`src/hw/rtl/qbta_pkg.sv`:
```
// types and codes shared by the queue block time accounting block
`default_nettype none

package qbta_pkg;

  typedef enum logic [1:0] {
    MODE_INIT      = 2'd0,
    MODE_BLOCKED   = 2'd1,
    MODE_UNBLOCKED = 2'd2,
    MODE_UNKNOWN   = 2'd3
  } mode_e;

  typedef enum logic [1:0] {
    CMD_BLOCK   = 2'd0,
    CMD_UNBLOCK = 2'd1,
    CMD_LOST    = 2'd2,
    CMD_OTHER   = 2'd3
  } cmd_e;

  typedef struct packed {
    mode_e mode_nxt;
    logic  touch;
    logic  credit;
    logic  to_blocked;
    logic  use_pre;
    logic  set_owner;
  } ctrl_t;

endpackage

`default_nettype wire

```
`src/hw/rtl/qbta_ctrl.sv`:
```
// mode transition and credit decision for one trace item
`default_nettype none

module qbta_ctrl (
  input  qbta_pkg::cmd_e  cmd_i,
  input  qbta_pkg::mode_e mode_i,
  input  logic            owner_hit_i,
  input  logic            pre_nonzero_i,
  output qbta_pkg::ctrl_t ctrl_o
);

  logic blk;

  always_comb begin
    blk                = (mode_i == qbta_pkg::MODE_BLOCKED);
    ctrl_o.mode_nxt    = mode_i;
    ctrl_o.touch       = 1'b0;
    ctrl_o.credit      = 1'b0;
    ctrl_o.to_blocked  = 1'b0;
    ctrl_o.use_pre     = 1'b0;
    ctrl_o.set_owner   = 1'b0;
    case (mode_i)
      qbta_pkg::MODE_INIT: begin
        if (cmd_i == qbta_pkg::CMD_BLOCK || cmd_i == qbta_pkg::CMD_UNBLOCK) begin
          ctrl_o.mode_nxt  = (cmd_i == qbta_pkg::CMD_BLOCK) ? qbta_pkg::MODE_BLOCKED
                                                              : qbta_pkg::MODE_UNBLOCKED;
          ctrl_o.set_owner = 1'b1;
          ctrl_o.touch     = 1'b1;
        end else if (cmd_i == qbta_pkg::CMD_LOST) begin
          ctrl_o.mode_nxt = qbta_pkg::MODE_UNKNOWN;
          ctrl_o.touch    = 1'b1;
        end
      end
      qbta_pkg::MODE_BLOCKED, qbta_pkg::MODE_UNBLOCKED: begin
        ctrl_o.to_blocked = blk;
        if ((cmd_i == qbta_pkg::CMD_UNBLOCK && blk) ||
            (cmd_i == qbta_pkg::CMD_BLOCK && !blk)) begin
          ctrl_o.credit   = 1'b1;
          ctrl_o.mode_nxt = blk ? qbta_pkg::MODE_UNBLOCKED : qbta_pkg::MODE_BLOCKED;
          ctrl_o.touch    = 1'b1;
        end else if (cmd_i == qbta_pkg::CMD_LOST && owner_hit_i) begin
          ctrl_o.credit   = pre_nonzero_i;
          ctrl_o.use_pre  = 1'b1;
          ctrl_o.mode_nxt = qbta_pkg::MODE_UNKNOWN;
          ctrl_o.touch    = 1'b1;
        end
      end
      qbta_pkg::MODE_UNKNOWN: begin
        if (cmd_i == qbta_pkg::CMD_BLOCK) begin
          ctrl_o.credit     = 1'b1;
          ctrl_o.to_blocked = 1'b0;
          ctrl_o.mode_nxt   = qbta_pkg::MODE_BLOCKED;
          ctrl_o.touch      = 1'b1;
        end else if (cmd_i == qbta_pkg::CMD_UNBLOCK) begin
          ctrl_o.credit     = 1'b1;
          ctrl_o.to_blocked = 1'b1;
          ctrl_o.mode_nxt   = qbta_pkg::MODE_UNBLOCKED;
          ctrl_o.touch      = 1'b1;
        end else if (cmd_i == qbta_pkg::CMD_LOST && owner_hit_i) begin
          ctrl_o.touch = 1'b1;
        end
      end
      default: begin
        ctrl_o.mode_nxt = mode_i;
      end
    endcase
  end

endmodule

`default_nettype wire

```
`src/hw/rtl/queue_block_time_accounting_top.sv`:
```
// top level of the queue block time accounting monitor
`default_nettype none

// Tracks how long a queue spends blocked and unblocked from a stream of
// timestamped trace items. One item is taken every cycle while in_stall_o
// is low. An item is held in the input register, and its result is offered
// from the result register once the item advances out of it. The running
// totals are updated by one subtract from the last timestamp followed by
// the accumulator adds, all between the input register and the result
// register. Time values wrap modulo 2^TIME_BITS; only the low CPU_BITS of
// the cpu are kept.

module queue_block_time_accounting_top #(
  parameter int TIME_BITS = 64,
  parameter int CPU_BITS  = 8
) (
  input  logic                 clk_i,
  input  logic                 rst_ni,
  input  logic                 in_valid_i,
  output logic                 in_stall_o,
  input  logic [1:0]           cmd_i,
  input  logic [CPU_BITS-1:0]  event_cpu_i,
  input  logic [TIME_BITS-1:0] event_time_i,
  input  logic [TIME_BITS-1:0] pre_loss_time_i,
  output logic                 out_valid_o,
  input  logic                 out_stall_i,
  output logic [TIME_BITS-1:0] delta_time_o,
  output logic [TIME_BITS-1:0] blocked_total_o,
  output logic [TIME_BITS-1:0] unblocked_total_o,
  output logic [TIME_BITS-1:0] all_total_o,
  output logic [1:0]           queue_mode_o
);

  // input stage
  logic                 in_valid_q;
  logic [1:0]           cmd_q;
  logic [CPU_BITS-1:0]  cpu_q;
  logic [TIME_BITS-1:0] now_q;
  logic [TIME_BITS-1:0] pre_q;

  // accounting state
  qbta_pkg::mode_e      mode_q, mode_d;
  logic [CPU_BITS-1:0]  owner_cpu_q, owner_cpu_d;
  logic                 owner_valid_q, owner_valid_d;
  logic [TIME_BITS-1:0] last_time_q, last_time_d;
  logic [TIME_BITS-1:0] blocked_sum_q, blocked_sum_d;
  logic [TIME_BITS-1:0] unblocked_sum_q, unblocked_sum_d;
  logic [TIME_BITS-1:0] total_sum_q, total_sum_d;

  // result stage
  logic                 out_valid_q;
  logic [TIME_BITS-1:0] delta_q, delta_d;
  logic [TIME_BITS-1:0] blk_out_q, unblk_out_q, all_out_q;
  logic [1:0]           mode_out_q;

  logic                 out_free;
  logic                 advance;
  logic                 owner_hit;
  logic                 pre_nonzero;
  logic [TIME_BITS-1:0] span_end;
  logic [TIME_BITS-1:0] span;
  qbta_pkg::ctrl_t      ctrl;

  assign out_free   = !out_valid_q || !out_stall_i;
  assign advance    = in_valid_q && out_free;
  assign in_stall_o = in_valid_q && !out_free;

  assign owner_hit   = owner_valid_q && (cpu_q == owner_cpu_q);
  assign pre_nonzero = (pre_q != '0);

  qbta_ctrl u_ctrl (
    .cmd_i         (qbta_pkg::cmd_e'(cmd_q)),
    .mode_i        (mode_q),
    .owner_hit_i   (owner_hit),
    .pre_nonzero_i (pre_nonzero),
    .ctrl_o        (ctrl)
  );

  always_comb begin
    span_end        = ctrl.use_pre ? pre_q : now_q;
    span            = span_end - last_time_q;
    delta_d         = ctrl.credit ? span : '0;
    mode_d          = ctrl.mode_nxt;
    owner_cpu_d     = ctrl.set_owner ? cpu_q : owner_cpu_q;
    owner_valid_d   = owner_valid_q || ctrl.set_owner;
    last_time_d     = ctrl.touch ? now_q : last_time_q;
    blocked_sum_d   = blocked_sum_q + (ctrl.to_blocked ? delta_d : '0);
    unblocked_sum_d = unblocked_sum_q + (ctrl.to_blocked ? '0 : delta_d);
    total_sum_d     = total_sum_q + delta_d;
  end

  always_ff @(posedge clk_i or negedge rst_ni) begin
    if (!rst_ni) begin
      in_valid_q <= 1'b0;
    end else if (!in_stall_o) begin
      in_valid_q <= in_valid_i;
    end
  end

  always_ff @(posedge clk_i) begin
    if (!in_stall_o && in_valid_i) begin
      cmd_q <= cmd_i;
      cpu_q <= event_cpu_i;
      now_q <= event_time_i;
      pre_q <= pre_loss_time_i;
    end
  end

  always_ff @(posedge clk_i or negedge rst_ni) begin
    if (!rst_ni) begin
      mode_q          <= qbta_pkg::MODE_INIT;
      owner_cpu_q     <= '0;
      owner_valid_q   <= 1'b0;
      last_time_q     <= '0;
      blocked_sum_q   <= '0;
      unblocked_sum_q <= '0;
      total_sum_q     <= '0;
    end else if (advance) begin
      mode_q          <= mode_d;
      owner_cpu_q     <= owner_cpu_d;
      owner_valid_q   <= owner_valid_d;
      last_time_q     <= last_time_d;
      blocked_sum_q   <= blocked_sum_d;
      unblocked_sum_q <= unblocked_sum_d;
      total_sum_q     <= total_sum_d;
    end
  end

  always_ff @(posedge clk_i or negedge rst_ni) begin
    if (!rst_ni) begin
      out_valid_q <= 1'b0;
    end else if (out_free) begin
      out_valid_q <= in_valid_q;
    end
  end

  always_ff @(posedge clk_i) begin
    if (advance) begin
      delta_q     <= delta_d;
      blk_out_q   <= blocked_sum_d;
      unblk_out_q <= unblocked_sum_d;
      all_out_q   <= total_sum_d;
      mode_out_q  <= mode_d;
    end
  end

  assign out_valid_o       = out_valid_q;
  assign delta_time_o      = delta_q;
  assign blocked_total_o   = blk_out_q;
  assign unblocked_total_o = unblk_out_q;
  assign all_total_o       = all_out_q;
  assign queue_mode_o      = mode_out_q;

`ifndef SYNTHESIS
  a_no_owner_in_init: assert property (@(posedge clk_i) disable iff (!rst_ni)
    (mode_q == qbta_pkg::MODE_INIT) |-> !owner_valid_q)
    else $error("owner set while still in init");

  a_total_matches: assert property (@(posedge clk_i) disable iff (!rst_ni)
    total_sum_q == TIME_BITS'(blocked_sum_q + unblocked_sum_q))
    else $error("total differs from blocked plus unblocked");

  a_stall_only_when_full: assert property (@(posedge clk_i) disable iff (!rst_ni)
    in_stall_o |-> (in_valid_q && out_valid_q))
    else $error("input stalled with free pipeline");

  a_state_holds: assert property (@(posedge clk_i) disable iff (!rst_ni)
    !advance |=> ($stable(mode_q) && $stable(total_sum_q) && $stable(last_time_q)))
    else $error("state changed without an item");
`endif

endmodule

`default_nettype wire
```
`config.mk`:
```
export PLATFORM = sky130hd
export DESIGN_NAME = queue_block_time_accounting_top
export DESIGN_NICKNAME = d
export VERILOG_FILES = /design/src/hw/rtl/qbta_pkg.sv /design/src/hw/rtl/qbta_ctrl.sv /design/src/hw/rtl/queue_block_time_accounting_top.sv
export SDC_FILE = /design/constraint.sdc
export NUM_CORES = 1
export LEC_CHECK = 0
export BUFFER_PORTS_ARGS = -buffer_cell sky130_fd_sc_hd__buf_2
export CORE_MARGIN = 3
export CORE_UTILIZATION = 45
export CTS_BUF_LIST = sky130_fd_sc_hd__clkbuf_8 sky130_fd_sc_hd__clkbuf_16
export DETAILED_ROUTE_END_ITERATION = 12
export PLACE_DENSITY_LB_ADDON = 0.1
export SLEW_MARGIN = 15
export SYNTH_ARGS = -nofsm -noshare
export SYNTH_HDL_FRONTEND = slang
export SYNTH_SLANG_ARGS = --single-unit
```
`constraint.sdc`:
```
create_clock -name clk_i -period 21 [get_ports clk_i]
set_input_delay 2.1 -clock clk_i [delete_from_list [all_inputs] [get_ports clk_i]]
set_output_delay 2.1 -clock clk_i [all_outputs]
set_load 0.02 [all_outputs]
```
==> impl_metrics.json <==
{
  "areaGrowthSynthToFinish_pct": 14.4,
  "fin_crit_sh": 0.419,
  "cts_setup_buffers": 0,
  "place_congestion": 0.921,
  "grt_pass1_wl_um": 176000,
  "cts_resized": 0,
  "rsz0062_at_grt": "false",
  "fin_area_um2": 45600,
  "routed_wl_um": 116000,
  "max_freq_ghz": 0.114,
  "critPathRequiredTime_ns": 21.55,
  "r2r_end": "unblocked_sum_q[63]$_DFFE_PN0P_",
  "drive_gt1_frac": 0.197,
  "worst-setup-path-type": "flop to flop",
  "cts_buffers": 75,
  "worst_pin_slew_ns": 1.20,
  "drc": 0,
  "dp_hpwl_um": 88500,
  "p_per_area_nw_per_um2": 144,
  "wire_per_inst_um": 21.4,
  "clockBufferDepth": 3,
  "grt_use_met3": 0.0380,
  "h-tree-depth": 3,
  "grt.busiest_layer": "met2",
  "antenna_found_initial": 2,
  "yosysUniqueCellTypes": 92,
  "antenna_left": 0,
  "drt-initial-drc-count": 2241,
  "antenna_cells": 0,
  "cts-hold-fix-buffers": 0,
  "rr_worst_depth": 28,
  "tns_ns": 0,
  "r2r_setup_slack_ns": 12.20,
  "cp_data_arrival_time_ns": 9.35,
  "clock-sinks": 665,
  "crit_path_end_kind": "flop",
  "worstSetupEndpoint": "unblocked_sum_q[63]$_DFFE_PN0P_",
  "crit_start": "mode_q[1]$_DFFE_PN0P_",
  "clk_latency_ns": 0.65,
  "dr.pass1.iters": 7,
  "status": "finished clean",
  "grt_start_max_net_pins": 184,
  "start_util": 0.457,
  "dieWidth_um": 304,
  "grt.met2_usage": 0.365,
  "cpMostUsedCell": "ha_1",
  "fin_skew_ns": 0.0337,
  "dieArea_um2": 92200,
  "async_reset_ff_frac": 0.405,
  "p_leak_nw": 20.8,
  "worstHoldStart": "owner_valid_q$_DFFE_PN0P_",
  "start_kind": "flop",
  "finalSetupViolCount": 0,
  "yosys_warnings": 0,
  "met1_usage": 0.361,
  "cts_root_buffer": "clkbuf_16",
  "postSynthAreaPerCell_um2": 10.3,
  "ys_seq_area_frac": 0.467,
  "grt-ovfl-total": 0,
  "slew_viol_final": 0,
  "maxCapViolCount": 0,
  "grtUsageTotal": 0.244,
  "r2r_start": "mode_q[1]$_DFFE_PN0P_",
  "timing.slew.headroom": 0.201,
  "die_y_um": 304,
  "finalCriticalPeriod_ns": 8.80,
  "fill_cells": 8054,
  "ir_drop_mv": 0.0767,
  "clk_pin_slew_ns": 0.06,
  "syn-cell-area_um2": 39900,
  "seqCellArea_um2": 18600,
  "via_count": 30500,
  "synth-edff-count": 396,
  "grt_pass1_vias": 29600,
  "hp-class": "flop to flop",
  "netlist_instances": 3869,
  "final_hold_viol_count": 0,
  "ys_ff_latch": 665,
  "vias_per_cell": 5.65,
  "placed_area_um2": 42900,
  "cts_tree": "yes",
  "synth_ff_type": "edfxtp_1",
  "rows": 108,
  "synth_nets": 4271,
  "critPathMaxStageDelay_ns": 0.74,
  "io_buffers": 401,
  "multi_input_area_um2": 20000,
  "slowest_stage": "buf_4",
  "num-nets-final": 4597,
  "num_io_pins": 402,
  "crit_path_max_fanout": 66,
  "core_um2": 87300
}
[kinds of logic after synthesis]
| kind of cell | Yosys count | share of synthesized area |
|---|---|---|
| adders and majority gates | 260 | 0.0823 |
| xor gates and xnor gates | 233 | 0.0512 |
| buffers and inverters | 347 | 0.0331 |
| muxes | 256 | 0.0720 |
| and+or+nand+nor | 1113 | 0.129 |
| DFF | 665 | 0.467 |
| AOI/OAI and AO/OA | 995 | 0.166 |
[where the power goes]
group          internal [mW]  switching, mW
clock                  0.893          0.556
combinational           1.07           1.93
sequential              1.89          0.218
[per-stage QoR]
step	worst slack [ns]	power (mW)	utilization	hold WS, ns	std cells
floorplan	10.23	4.18	-	0.440	3869
global placement	12.45	5.07	0.491	0.456	5273
detailed placement	12.34	5.09	0.491	0.455	5273
CTS	12.32	6.57	0.523	0.475	5410
global route	11.61	6.97	0.523	0.507	5410
finish	12.20	6.55	0.523	0.479	5410
[cell type report]
type                       instances  area share
multi-input combinational       2857       0.438
sequential                       665       0.408
timing repair buffer             420      0.0476
clock buffer                      85      0.0447
tap                             1155      0.0317
clock inverter                    52      0.0149
inverter                         176      0.0146
[routing by layer]
layer  part of all wire  vias up
met1               0.48    14600
met2               0.43      906
met5                  0        -
met4              0.029        0
met3              0.058      155
li1                   -    14800
[worst min-delay path by stage]
stage | end | slack (ns) | depth (start not counted)
finish | owner_valid_q$_DFFE_PN0P_ | 0.48 | 1
global route | owner_valid_q$_DFFE_PN0P_ | 0.51 | 1
CTS | owner_valid_q$_DFFE_PN0P_ | 0.48 | 1
detailed placement | owner_valid_q$_DFFE_PN0P_ | 0.45 | 1
global placement | owner_valid_q$_DFFE_PN0P_ | 0.46 | 1
floorplan | owner_valid_q$_DFFE_PN0P_ | 0.44 | 1
[flip-flops by register name, summed over array words and instances, names as in the netlist]
| signal | count |
|---|---|
| unblocked_sum_q | 64 |
| unblocked_total_o | 64 |
| in_valid_q | 1 |
| blocked_sum_q | 64 |
| total_sum_q | 64 |
| mode_q | 2 |
| blocked_total_o | 64 |
| now_q | 64 |
| out_valid_o | 1 |
| last_time_q | 64 |
| all_total_o | 64 |
| queue_mode_o | 2 |
| cmd_q | 2 |
| delta_time_o | 64 |
| owner_valid_q | 1 |
| cpu_q | 8 |
| owner_cpu_q | 8 |
| pre_q | 64 |
[placed cells by master (no fill, tap or decap), types with 53 or more instances in the layout]
| cell | n |
|---|---|
| nand3_1 | 58 |
| nand4_1 | 84 |
| o21ai_0 | 164 |
| edfxtp_1 | 396 |
| a21oi_1 | 285 |
| xnor2_1 | 154 |
| nor3_1 | 53 |
| clkbuf_16 | 77 |
| buf_2 | 400 |
| ha_1 | 256 |
| inv_1 | 186 |
| mux2_2 | 245 |
| nor2_1 | 303 |
| a21o_1 | 174 |
| dfrtp_1 | 269 |
| xor2_1 | 79 |
| nand2_1 | 405 |
[cells in the mapped netlist (9+ instances only)]
| library cell | count | area [µm²] |
|---|---|---|
| nand2_1 | 407 | 1530 |
| edfxtp_1 | 396 | 11900 |
| nor2_1 | 303 | 1140 |
| a21oi_1 | 285 | 1430 |
| dfrtp_1 | 269 | 6730 |
| ha_1 | 256 | 3200 |
| mux2_2 | 245 | 2760 |
| inv_1 | 175 | 657 |
| a21o_1 | 174 | 1310 |
| o21ai_0 | 165 | 826 |
| xnor2_1 | 154 | 1350 |
| clkbuf_1 | 148 | 556 |
| nand4_1 | 84 | 526 |
| xor2_1 | 79 | 692 |
| nand3_1 | 58 | 290 |
| nor3_1 | 53 | 265 |
| o21bai_1 | 42 | 315 |
| o21a_1 | 39 | 293 |
| and3_1 | 35 | 219 |
| o211ai_1 | 33 | 248 |
| a31oi_1 | 29 | 181 |
| and2_1 | 28 | 175 |
| nand2b_1 | 28 | 175 |
| nor2b_1 | 28 | 175 |
| nor4_1 | 26 | 163 |
| a211oi_1 | 23 | 173 |
| o31ai_1 | 22 | 165 |
| o21ai_1 | 18 | 90.1 |
| or3_1 | 15 | 93.8 |
| a21boi_0 | 13 | 97.6 |
| a31o_2 | 13 | 114 |
| buf_2 | 11 | 55.1 |
| nor3b_1 | 11 | 82.6 |
| and4_1 | 10 | 87.6 |
| buf_1 | 10 | 37.5 |
| mux2i_1 | 10 | 100 |
| a211o_1 | 9 | 78.8 |
[critical path: cells and delay by family, from the launching register on]
kind                     cells  cell delay, ns
XOR/XNOR                     1            0.57
buffers and inverters        3            1.02
flip-flops                   1            0.50
multiplexers                 1            0.42
adder cells (fa/ha/maj)      3            1.22
AND/OR/NAND/NOR              7            1.98
AO/OA/AOI/OAI               13            2.96
Note: power is estimated with default switching activity, not from simulation.
